$ cat src/design/authorized_tag_toggle_table_unit_assert.svh
// ----------------------------------------------------------------------------
// authorized tag toggle table: assertion macros
// clocked on i_clk, held off while i_rst_n is low
// ----------------------------------------------------------------------------
`ifndef AUTHORIZED_TAG_TOGGLE_TABLE_UNIT_ASSERT_SVH
`define AUTHORIZED_TAG_TOGGLE_TABLE_UNIT_ASSERT_SVH

// condition holds at every edge
`define ATTT_ASSERT_ALWAYS(lbl, cond, msg) \
    lbl: assert property (@(posedge i_clk) disable iff (!i_rst_n) (cond)) \
        else $error(msg);

// consequent holds in the same cycle as the antecedent
`define ATTT_ASSERT_IMPL(lbl, ante, cons, msg) \
    lbl: assert property (@(posedge i_clk) disable iff (!i_rst_n) (ante) |-> (cons)) \
        else $error(msg);

// consequent holds in the cycle after the antecedent
`define ATTT_ASSERT_NEXT(lbl, ante, cons, msg) \
    lbl: assert property (@(posedge i_clk) disable iff (!i_rst_n) (ante) |=> (cons)) \
        else $error(msg);

`endif

$ cat src/design/attt_pkg.sv
// ----------------------------------------------------------------------------
// attt_pkg
// types and constants of the authorized tag toggle table
// ----------------------------------------------------------------------------
package attt_pkg;

    localparam int TABLE_DEPTH = 16;
    localparam int UID_BITS    = 56;

    // field widths of the words on the ports
    localparam int MODE_W     = 2;
    localparam int FIELD_UID_W = 56;
    localparam int STATUS_W   = 4;
    localparam int ENTRY_W    = 5;
    localparam int MASTER_W   = 56;
    localparam int CFG_IDX_W  = 1;
    localparam int CFG_DATA_W = MASTER_W;

    localparam int IN_FIELDS_W  = MODE_W + 2 * FIELD_UID_W;
    localparam int IN_TDATA_W   = ((IN_FIELDS_W + 7) / 8) * 8;
    localparam int OUT_FIELDS_W = STATUS_W + ENTRY_W;
    localparam int OUT_TDATA_W  = ((OUT_FIELDS_W + 7) / 8) * 8;

    // table indexing
    localparam int IDX_W = (TABLE_DEPTH > 1) ? $clog2(TABLE_DEPTH) : 1;
    localparam int CNT_W = $clog2(TABLE_DEPTH + 1);

    typedef enum logic [MODE_W-1:0] {
        MODE_TOGGLE = 2'd0,
        MODE_LOOKUP = 2'd1,
        MODE_CLEAR  = 2'd2,
        MODE_ALT_LOOKUP = 2'd3
    } t_mode;

    typedef enum logic [STATUS_W-1:0] {
        STAT_ADDED   = 4'd0,
        STAT_REMOVED = 4'd1,
        STAT_FOUND   = 4'd2,
        STAT_ABSENT  = 4'd3,
        STAT_UNCONF  = 4'd4,
        STAT_BAD_ADMIN = 4'd5,
        STAT_MASTER  = 4'd6,
        STAT_FULL    = 4'd7,
        STAT_CLEARED = 4'd8
    } t_status;

    typedef enum logic [CFG_IDX_W-1:0] {
        CFG_MASTER_UID     = 1'b0,
        CFG_SYS_CONFIGURED = 1'b1
    } t_cfg_reg;

    typedef enum logic [1:0] {
        ST_IDLE,
        ST_SEARCH,
        ST_SHIFT,
        ST_RESP
    } t_state;

endpackage

$ cat src/design/authorized_tag_toggle_table_unit.sv
// ----------------------------------------------------------------------------
// authorized_tag_toggle_table_unit: table of authorized tag identifiers
// refused toggles and clears skip the search; lookups, appends and removals scan the
// stored entries, and a removal then shifts the entries above the hit down one slot
// one request at a time, set by the single read port of the tag ram
// synchronous active-low reset empties the table and clears both registers
// ----------------------------------------------------------------------------
module authorized_tag_toggle_table_unit
    import attt_pkg::*;
(
    input  logic                   i_clk,
    input  logic                   i_rst_n,
    // configuration write port
    input  logic                   i_cfg_we,
    input  logic [CFG_IDX_W-1:0]   i_cfg_idx,
    input  logic [CFG_DATA_W-1:0]  i_cfg_wdata,
    // request stream
    input  logic                   i_s_axis_tvalid,
    output logic                   o_s_axis_tready,
    input  logic [IN_TDATA_W-1:0]  i_s_axis_tdata,   // mode, admin_uid, tag_uid, zero pad
    // result stream
    output logic                   o_m_axis_tvalid,
    input  logic                   i_m_axis_tready,
    output logic [OUT_TDATA_W-1:0] o_m_axis_tdata    // status, entry_count, zero pad
);

    // registers written through the configuration port
    logic [MASTER_W-1:0] r_master_uid;
    logic                r_sys_cfg;

    // control
    t_state             r_state, n_state;
    logic [CNT_W-1:0]   r_idx, n_idx;           // next entry to read
    logic               r_pend_vld, n_pend_vld; // a ram read is in flight
    logic [CNT_W-1:0]   r_pend_idx, n_pend_idx; // entry of that read
    logic [CNT_W-1:0]   r_count, n_count;       // number of stored tags
    logic               r_is_toggle, n_is_toggle;
    logic [UID_BITS-1:0] r_tag, n_tag;
    t_status            r_status, n_status;

    // output register, lets the next request in while a result waits
    logic               r_out_vld;
    t_status            r_out_status;
    logic [CNT_W-1:0]   r_out_count;

    // ram ports
    logic                ram_we, ram_re;
    logic [IDX_W-1:0]    ram_waddr, ram_raddr;
    logic [UID_BITS-1:0] ram_wdata, ram_rdata;

    logic                s_fire;
    logic                out_load;
    t_mode               in_mode;
    logic [UID_BITS-1:0] in_admin, in_tag, master;
    logic                hit;
    logic [CNT_W-1:0]    shift_dst;

    // word decode
    assign in_mode  = t_mode'(i_s_axis_tdata[MODE_W-1:0]);
    assign in_admin = UID_BITS'(i_s_axis_tdata[MODE_W +: FIELD_UID_W]);
    assign in_tag   = UID_BITS'(i_s_axis_tdata[MODE_W + FIELD_UID_W +: FIELD_UID_W]);
    assign master   = UID_BITS'(r_master_uid);

    assign o_s_axis_tready = (r_state == ST_IDLE);
    assign s_fire          = i_s_axis_tvalid && o_s_axis_tready;

    // compare stage of the search
    assign hit       = r_pend_vld && (ram_rdata == r_tag);
    assign shift_dst = r_pend_idx - CNT_W'(1);

    assign out_load = (r_state == ST_RESP) && (!r_out_vld || i_m_axis_tready);

    attt_ram #(
        .WIDTH (UID_BITS),
        .DEPTH (TABLE_DEPTH)
    ) u_tag_ram (
        .i_clk   (i_clk),
        .i_we    (ram_we),
        .i_waddr (ram_waddr),
        .i_wdata (ram_wdata),
        .i_re    (ram_re),
        .i_raddr (ram_raddr),
        .o_rdata (ram_rdata)
    );

    // next state
    always_comb begin
        n_state = r_state;
        unique case (r_state)
            ST_IDLE: begin
                if (s_fire) begin
                    priority if (in_mode == MODE_CLEAR) begin
                        n_state = ST_RESP;
                    end else if (in_mode == MODE_TOGGLE &&
                                 (!r_sys_cfg || in_admin != master || in_tag == master)) begin
                        n_state = ST_RESP;
                    end else begin
                        n_state = ST_SEARCH;
                    end
                end
            end
            ST_SEARCH: begin
                priority if (hit) begin
                    n_state = r_is_toggle ? ST_SHIFT : ST_RESP;
                end else if (r_idx < r_count) begin
                    n_state = ST_SEARCH;
                end else if (!r_pend_vld) begin
                    n_state = ST_RESP;
                end else begin
                    n_state = ST_SEARCH;
                end
            end
            ST_SHIFT: begin
                if (!r_pend_vld && r_idx >= r_count) begin
                    n_state = ST_RESP;
                end
            end
            ST_RESP: begin
                if (out_load) begin
                    n_state = ST_IDLE;
                end
            end
            default: n_state = ST_IDLE;
        endcase
    end

    // datapath and ram control
    always_comb begin
        n_idx       = r_idx;
        n_pend_vld  = 1'b0;
        n_pend_idx  = r_pend_idx;
        n_count     = r_count;
        n_is_toggle = r_is_toggle;
        n_tag       = r_tag;
        n_status    = r_status;
        ram_we      = 1'b0;
        ram_waddr   = r_count[IDX_W-1:0];
        ram_wdata   = r_tag;
        ram_re      = 1'b0;
        ram_raddr   = r_idx[IDX_W-1:0];
        unique case (r_state)
            ST_IDLE: begin
                if (s_fire) begin
                    n_idx       = '0;
                    n_tag       = in_tag;
                    n_is_toggle = (in_mode == MODE_TOGGLE);
                    // clear, then lookup, then the toggle refusals in their fixed order
                    priority if (in_mode == MODE_CLEAR) begin
                        n_count  = '0;
                        n_status = STAT_CLEARED;
                    end else if (in_mode != MODE_TOGGLE) begin
                        n_status = STAT_ABSENT;
                    end else if (!r_sys_cfg) begin
                        n_status = STAT_UNCONF;
                    end else if (in_admin != master) begin
                        n_status = STAT_BAD_ADMIN;
                    end else if (in_tag == master) begin
                        n_status = STAT_MASTER;
                    end else begin
                        n_status = STAT_ADDED;
                    end
                end
            end
            ST_SEARCH: begin
                priority if (hit) begin
                    // removal starts with the entry above the hit
                    n_idx    = r_pend_idx + CNT_W'(1);
                    n_status = r_is_toggle ? STAT_REMOVED : STAT_FOUND;
                end else if (r_idx < r_count) begin
                    ram_re     = 1'b1;
                    n_pend_vld = 1'b1;
                    n_pend_idx = r_idx;
                    n_idx      = r_idx + CNT_W'(1);
                end else if (!r_pend_vld) begin
                    // search exhausted, tag is absent
                    if (!r_is_toggle) begin
                        n_status = STAT_ABSENT;
                    end else if (r_count >= CNT_W'(TABLE_DEPTH)) begin
                        n_status = STAT_FULL;
                    end else begin
                        ram_we   = 1'b1;
                        n_count  = r_count + CNT_W'(1);
                        n_status = STAT_ADDED;
                    end
                end
            end
            ST_SHIFT: begin
                // read entry j while writing entry j-1 read the cycle before
                if (r_pend_vld) begin
                    ram_we    = 1'b1;
                    ram_waddr = shift_dst[IDX_W-1:0];
                    ram_wdata = ram_rdata;
                end
                if (r_idx < r_count) begin
                    ram_re     = 1'b1;
                    n_pend_vld = 1'b1;
                    n_pend_idx = r_idx;
                    n_idx      = r_idx + CNT_W'(1);
                end else if (!r_pend_vld) begin
                    n_count = r_count - CNT_W'(1);
                end
            end
            ST_RESP: begin
            end
            default: begin
            end
        endcase
    end

    // control registers
    always_ff @(posedge i_clk) begin
        if (!i_rst_n) begin
            r_state      <= ST_IDLE;
            r_pend_vld   <= 1'b0;
            r_count      <= '0;
            r_out_vld    <= 1'b0;
            r_master_uid <= '0;
            r_sys_cfg    <= 1'b0;
        end else begin
            r_state    <= n_state;
            r_pend_vld <= n_pend_vld;
            r_count    <= n_count;
            if (out_load) begin
                r_out_vld <= 1'b1;
            end else if (i_m_axis_tready) begin
                r_out_vld <= 1'b0;
            end
            if (i_cfg_we) begin
                unique case (t_cfg_reg'(i_cfg_idx))
                    CFG_MASTER_UID:     r_master_uid <= i_cfg_wdata;
                    CFG_SYS_CONFIGURED: r_sys_cfg    <= i_cfg_wdata[0];
                    default: begin
                    end
                endcase
            end
        end
    end

    // payload registers
    always_ff @(posedge i_clk) begin
        r_idx       <= n_idx;
        r_pend_idx  <= n_pend_idx;
        r_is_toggle <= n_is_toggle;
        r_tag       <= n_tag;
        r_status    <= n_status;
        if (out_load) begin
            r_out_status <= r_status;
            r_out_count  <= r_count;
        end
    end

    assign o_m_axis_tvalid = r_out_vld;
    assign o_m_axis_tdata  = OUT_TDATA_W'({ENTRY_W'(r_out_count), r_out_status});

    // checks
    `include "authorized_tag_toggle_table_unit_assert.svh"

    `ATTT_ASSERT_ALWAYS(a_count_in_range, r_count <= CNT_W'(TABLE_DEPTH), "count above depth")
    `ATTT_ASSERT_NEXT(a_fire_leaves_idle, s_fire, r_state != ST_IDLE, "request not taken up")
    `ATTT_ASSERT_IMPL(a_shift_in_table, ram_we && r_pend_vld, r_pend_idx < r_count, "bad shift")

endmodule

$ cat src/design/attt_ram.sv
// ----------------------------------------------------------------------------
// attt_ram
// generic simple dual-port ram, one write and one registered read port
// ----------------------------------------------------------------------------
module attt_ram #(
    parameter int WIDTH = 8,
    parameter int DEPTH = 16,
    parameter int AW    = (DEPTH > 1) ? $clog2(DEPTH) : 1
) (
    input  logic             i_clk,
    input  logic             i_we,
    input  logic [AW-1:0]    i_waddr,
    input  logic [WIDTH-1:0] i_wdata,
    input  logic             i_re,
    input  logic [AW-1:0]    i_raddr,
    output logic [WIDTH-1:0] o_rdata
);

    logic [WIDTH-1:0] r_mem [DEPTH];
    logic [WIDTH-1:0] r_rdata;

    always_ff @(posedge i_clk) begin
        if (i_we) begin
            r_mem[i_waddr] <= i_wdata;
        end
        if (i_re) begin
            r_rdata <= r_mem[i_raddr];
        end
    end

    assign o_rdata = r_rdata;

endmodule

$ cat config.mk
export PLATFORM = sky130hd
export DESIGN_NAME = authorized_tag_toggle_table_unit
export DESIGN_NICKNAME = d
export VERILOG_FILES = /design/src/design/attt_pkg.sv /design/src/design/authorized_tag_toggle_table_unit.sv /design/src/design/attt_ram.sv
export VERILOG_INCLUDE_DIRS = /design/src /design/src/design
export SDC_FILE = /design/constraint.sdc
export NUM_CORES = 1
export LEC_CHECK = 0
export BUFFER_PORTS_ARGS = -buffer_cell sky130_fd_sc_hd__buf_2
export CAP_MARGIN = 20
export CELL_PAD_IN_SITES_DETAIL_PLACEMENT = 0
export CELL_PAD_IN_SITES_GLOBAL_PLACEMENT = 2
export CORE_MARGIN = 5
export CORE_UTILIZATION = 45
export CTS_CLUSTER_SIZE = 12
export DETAILED_ROUTE_END_ITERATION = 10
export PLACE_DENSITY_LB_ADDON = 0.1
export SLEW_MARGIN = 25
export SYNTH_ARGS = -nofsm -noshare
export SYNTH_HDL_FRONTEND = slang
export SYNTH_SLANG_ARGS = --single-unit
$ cat constraint.sdc
create_clock -name i_clk -period 6.26 [get_ports i_clk]
set_input_delay 0.939 -clock i_clk [delete_from_list [all_inputs] [get_ports i_clk]]
set_output_delay 0.939 -clock i_clk [all_outputs]
set_load 0.01 [all_outputs]
# --- Word level (Yosys, flattened, before mapping) ---
# Memories as Yosys holds them, arrays and structs flattened. A register that Yosys moved wholly into a read port is not among the register bits.
# Index checks and enable logic that the tools add are counted.
word_totals:
  regBits: 146
  latchBits: 0
  ram_bits: 896
  mem_bits_ro: 0
  inputBits: 182
  output_inout_bits: 18
  memories: 1
op_classes:
  addsub: 5
  n_mul: 0
  n_div: 0
  order_cmp: 3
  eq_ne: 20
  shift: 0
  mux: 58
  bitwise: 1
  n_reduce_logical: 26
mem_list:
  columns: ["memory", "depth", "width", "rd", "rd_ports_with_merged_regs", "wr", "line_no", "rtl"]
  rows:
  - ["u_tag_ram.r_mem", 16, 56, 1, 1, 1, "attt_ram.sv:19", "logic [WIDTH-1:0] r_mem [DEPTH];"]
op_table:
  columns: ["cell", "count"]
  rows:
  - ["== test 56 bit", 2]
  - ["two-way mux 56 bit", 2]
  - ["two-way mux 5 bit", 14]
  - ["inequality test 56 bit", 1]
  - ["one-hot mux 5 bit (3 select lines)", 2]
  - ["two-way mux 4 bit", 7]
  - ["two-way mux 2 bit", 9]
  - ["two-way mux 3 bit", 6]
  - ["inequality test 2 bit, second input constant", 9]
  - ["adder 5 x 1 -> 5 bit, second input constant", 3]
  - ["two-way mux 1 bit", 13]
  - ["one-hot mux 5 bit (2 select lines)", 1]
  - ["AND reduction 10 bit", 1]
  - ["AND reduction 2 bit", 5]
  - ["one-hot mux 2 bit (4 select lines)", 1]
  - ["one-hot mux 4 bit (2 select lines)", 1]
  - ["nonzero test 2 bit", 4]
  - ["== test 2 bit, second input constant", 3]
  - ["inequality test 3 bit, second input constant", 2]
  - ["greater-or-equal comparator 5 bit", 1]
  - ["greater-or-equal comparator 5 bit, second input constant", 1]
  - ["logical AND 1 bit", 5]
  - ["less-than comparator 5 bit", 1]
  - ["subtractor 5 x 1 -> 5 bit, second input constant", 1]
  - ["11 further kinds", 18]

# --- Longest topological paths before layout ---
logic_depth:
  word_depth: 9
  mapped_depth: 13

# --- By module ---
# Synthesis repeated with hierarchy kept, for this count alone.
unflattened:
  hier_cells: 2266
  area_unflattened_um2: 43710.7
modules_own_cells:
  columns: ["module", "instances", "cells_per_inst", "area_each_um2", "seq_area_each_um2"]
  rows:
  - ["attt_ram", 1, 1445, 35238.8, 28587.4]
  - ["authorized_tag_toggle_table_unit", 1, 821, 8471.9, 3723.6]

# --- Least setup slack after synthesis ---
# OpenSTA, ideal clock, no wires.
synth_timing:
  kind: "register to register"
  from: "register r_idx[0]"
  to: "memory u_tag_ram.r_mem[5][0] (netlist bit) (enable)"
  setup_time_ns: 0.470
  arrival_ns: 4.607
  t_required_ns: 5.790
  slack_ns: 1.183
  stages_incl_launch_ff: 13
  period_less_slack_ns: 5.077
  cell_sequence: "edfxtp_1 -> buf_2 -> buf_6 -> buf_2 -> inv_1 -> ha_1 -> inv_1 -> a21o_1 -> a221oi_2 -> nor4_1 -> o21ai_0 -> or3_1 -> nor2_1"
synth_via:
  elab_chain_cells: 6
synth_rtl:
  columns: ["element", "line_no", "rtl"]
  rows:
  - ["start, declared", "authorized_tag_toggle_table_unit.sv:33", "logic [CNT_W-1:0] r_idx, n_idx;"]
  - ["start signal, assigned", "authorized_tag_toggle_table_unit.sv:241", "r_idx <= n_idx;"]
  - ["less-than comparator 5 bit", "authorized_tag_toggle_table_unit.sv:169", "end else if (r_idx < r_count) begin"]
  - ["two-way mux 1 bit", "authorized_tag_toggle_table_unit.sv:169", null]
  - ["two-way mux 1 bit", "authorized_tag_toggle_table_unit.sv:165", "priority if (hit) begin"]
  - ["one-hot mux 1 bit (2 select lines)", "authorized_tag_toggle_table_unit.sv:141", "unique case (r_state)"]
  - ["two-way mux 1 bit", "attt_ram.sv:23", "if (i_we) begin"]
  - ["two-way mux 1 bit (implied by the code)", "attt_ram.sv:24", "r_mem[i_waddr] <= i_wdata;"]
  - ["end, declared", "attt_ram.sv:19", null]
# No other way between the ends.

# --- Worst setup path in the final report ---
layout_timing:
  from: "register r_state[1]"
  to: "memory u_tag_ram.r_mem[4][39] (netlist bit) (enable)"
layout_via:
  elab_chain_cells: 4
  word_cells_on_any_way: 6
  cone_classes: "eq/ne: 2; mux: 4"
layout_rtl:
  columns: ["element", "line_no", "rtl"]
  rows:
  - ["start, declared", "authorized_tag_toggle_table_unit.sv:32", "t_state r_state, n_state;"]
  - ["start signal, assigned", "authorized_tag_toggle_table_unit.sv:220", "r_state <= n_state;"]
  - ["== test 2 bit / == test 2 x 1 -> 1 bit (equally long branches)", "authorized_tag_toggle_table_unit.sv:141", null]
  - ["one-hot mux 1 bit (2 select lines)", "authorized_tag_toggle_table_unit.sv:141", null]
  - ["two-way mux 1 bit", "attt_ram.sv:23", null]
  - ["two-way mux 1 bit (implied by the code)", "attt_ram.sv:24", null]
# Parallel ways exist; a longest one is shown, timed or not.

==> flow_metrics.tcl <==
set metrics [dict create \
    core_mm2 0.0964 \
    stdcell_area_mm2 0.0500 \
    rsz0062_at_grt "false" \
    syn_inst 2120 \
    drive_above_1_share_pct 30.5 \
    wl_per_cell_um 33.0 \
    grt_usage_pct 23.9 \
    worstPathRequired_ps 6560 \
    pwr_density_cell_mw_per_mm2 398 \
    fin_crit_ps 4320 \
    ys_async_sr_fraction_pct 0 \
    clock-sinks 1098 \
    synth_warnings 0 \
    hold_buffers 0 \
    dp.final_hpwl_mm 72.7 \
    totalWireLength_mm 124 \
    overflow 0 \
    synth_commonest_cells "edfxtp_1, mux4_2, nand2_1" \
    endpoint_kind "register" \
    die_x_um 321 \
    max-clock-path-buffers 3 \
    antenna_found_initial 6 \
    synth_area_mm2 0.0436 \
    finalSetupViolCount 0 \
    fin_nets 2570 \
    yosysTopAreaCell "edfxtp_1" \
    ys_types 50 \
    die-area_mm2 0.103 \
    drt_iter0_drc 2108 \
    drtAntennaViolNets 0 \
    final_hold_viol_count 0 \
    yosysMostFrequentCell "edfxtp_1" \
    vias 21693 \
    start_util_pct 45.2 \
    n_fill_cell 7785 \
    ios 200 \
    area_delta_synth_final_pct 14.7 \
    via_per_inst 5.80 \
    worst_pin_slew_ps 1200 \
    remaining_drc_errors 0 \
    clock.fmax_ghz 0.231 \
    cts_tree "done" \
    fp.dieH_um 321 \
    cp_max_fo 31 \
    report.final.slew_viol_count 0 \
    portBuffers 186 \
    place_area_mm2 0.0464 \
    root_buffer "clkbuf_16" \
    clock_skew_ps 27.7 \
    synth_edf_count 1032 \
    path_class "register to register" \
    ir_drop_mv 0.215 \
    avgSynthCellArea_um2 20.6 \
    h-tree-depth 3 \
    grt_max_degree 159 \
    setup-tns-final_ps 0 \
    post_cts_buffers 0 \
    numCtsBuffers 114 \
    yosys-top-cells-area "edfxtp_1, mux4_2, dfxtp_1" \
    arrival_ps 4630 \
    core.rowCount 114 \
    first_pass_iters 5 \
    critPathLaunchType "register" \
    status "complete, no violations" \
    period_share_pct 69.1 \
    clk_latency_ps 690 \
    max_slew_margin_pct 19.5 \
    synth_ff_type "edfxtp_1" \
    cap_violations 0 \
    p_leak_nw 16.1 \
    clkTransAtPathRegs_ps 60 \
    cts_resized 0 \
    ys_seq_area_share_pct 74.1 \
    grt_pass1_vias 22590 \
    yosysTopAreaCellShare_pct 71.0 \
    min_path_type "register to register" \
    grt_pass1_wl_mm 172 \
    yosys_register_bits 1098 \
    place_congestion 0.820 \
]
## stage by stage
step	setup slack (ps)	cells	power, mW	hold WS (ps)	util (%)
2_1_floorplan	1180	2126	12.3	400	-
3_3_place_gp	1890	3526	13.6	406	48.1
3_5_place_dp	1810	3528	13.7	411	48.2
4_1_cts	1780	3739	20.1	419	51.8
5_1_grt	1680	3742	20.7	433	51.9
6_report	1940	3743	19.9	424	51.9
## layer usage
metal / part of all wire, % / routed length (um) / track usage [%] / vias to the layer above
met5: 0 / 0 / 0 / -
met4: 2.3 / 2900 / 6.08 / 0
met3: 9.5 / 11700 / 7.11 / 139
met2: 47 / 57800 / 37.6 / 861
met1: 41 / 51100 / 33.3 / 11580
li1: - / - / - / 9113
## final timing paths
check / startpoint / end / slack, ps / cells after the start
min reg2reg: r_status[0] / r_out_status[0] / 420 / 0
max reg2reg: r_state[1] / u_tag_ram.r_mem[4][39] / 1940 / 8
max: r_state[1] / u_tag_ram.r_mem[4][39] / 1940 / 8
min: r_status[0] / r_out_status[0] / 420 / 0
## power by group
group / internal, mW / switching (mW)
Combinational: 1.98 / 2.45
Sequential: 8.88 / 0.238
Clock: 3.61 / 2.75
Total: 14.5 / 5.44
## worst max-delay path, stage by stage, from the launching register on
cell      delay, ps
dfxtp_1         340
inv_1           130
ha_1            500
clkinv_1        400
nor4_1          490
o21ai_0         190
or3_1           540
nor2_4          620
buf_4           680
## registers in the layout, summed over array words and instances (netlist names), 2 cells and up
register,flops
r_idx,5
master,56
r_tag,56
r_out_status,4
r_out_count,5
u_tag_ram.r_mem,896
u_tag_ram.o_rdata,56
r_pend_idx,5
r_status,4
r_count,5
r_state,2
## layout by cell type (no fill, tap or decap), types with 22 or more instances in the layout
master	synthesis	layout
a21boi_0	63	63
dfxtp_1	66	66
nand4_1	22	22
xnor2_1	62	62
mux4_2	280	280
mux2_2	57	57
xor2_1	118	116
clkbuf_16	0	115
edfxtp_1	1032	1032
buf_2	31	186
clkbuf_1	47	41
nor4_1	32	29
nand2_1	129	128
## final cells by class
class	count	area [um^2]	area share, %
inverters	16	60.1	0.120
repair buffers	230	1550	3.10
clock inverters	49	367	0.733
clock buffers	162	3110	6.22
multi-input cells	911	11000	22.0
flip-flops and latches	1098	32300	64.6
diodes	1	2.50	0.00500
well taps	1276	1600	3.19
## logic make-up (layout without fill, tap and decap cells)
| kind of cell | Yosys count | after routing | share of synthesized area, % |
|---|---|---|---|
| buf+inv | 117 | 457 | 1.17 |
| fa+ha+maj | 17 | 17 | 0.505 |
| compound gates | 108 | 108 | 1.85 |
| simple gates | 260 | 260 | 2.81 |
| flops | 1098 | 1098 | 74.1 |
| xor+xnor | 180 | 180 | 3.61 |
| mux | 339 | 339 | 16.0 |
| other cells | 1 | 8 | 0.00860 |
Note: power is estimated with default switching activity, not from simulation.
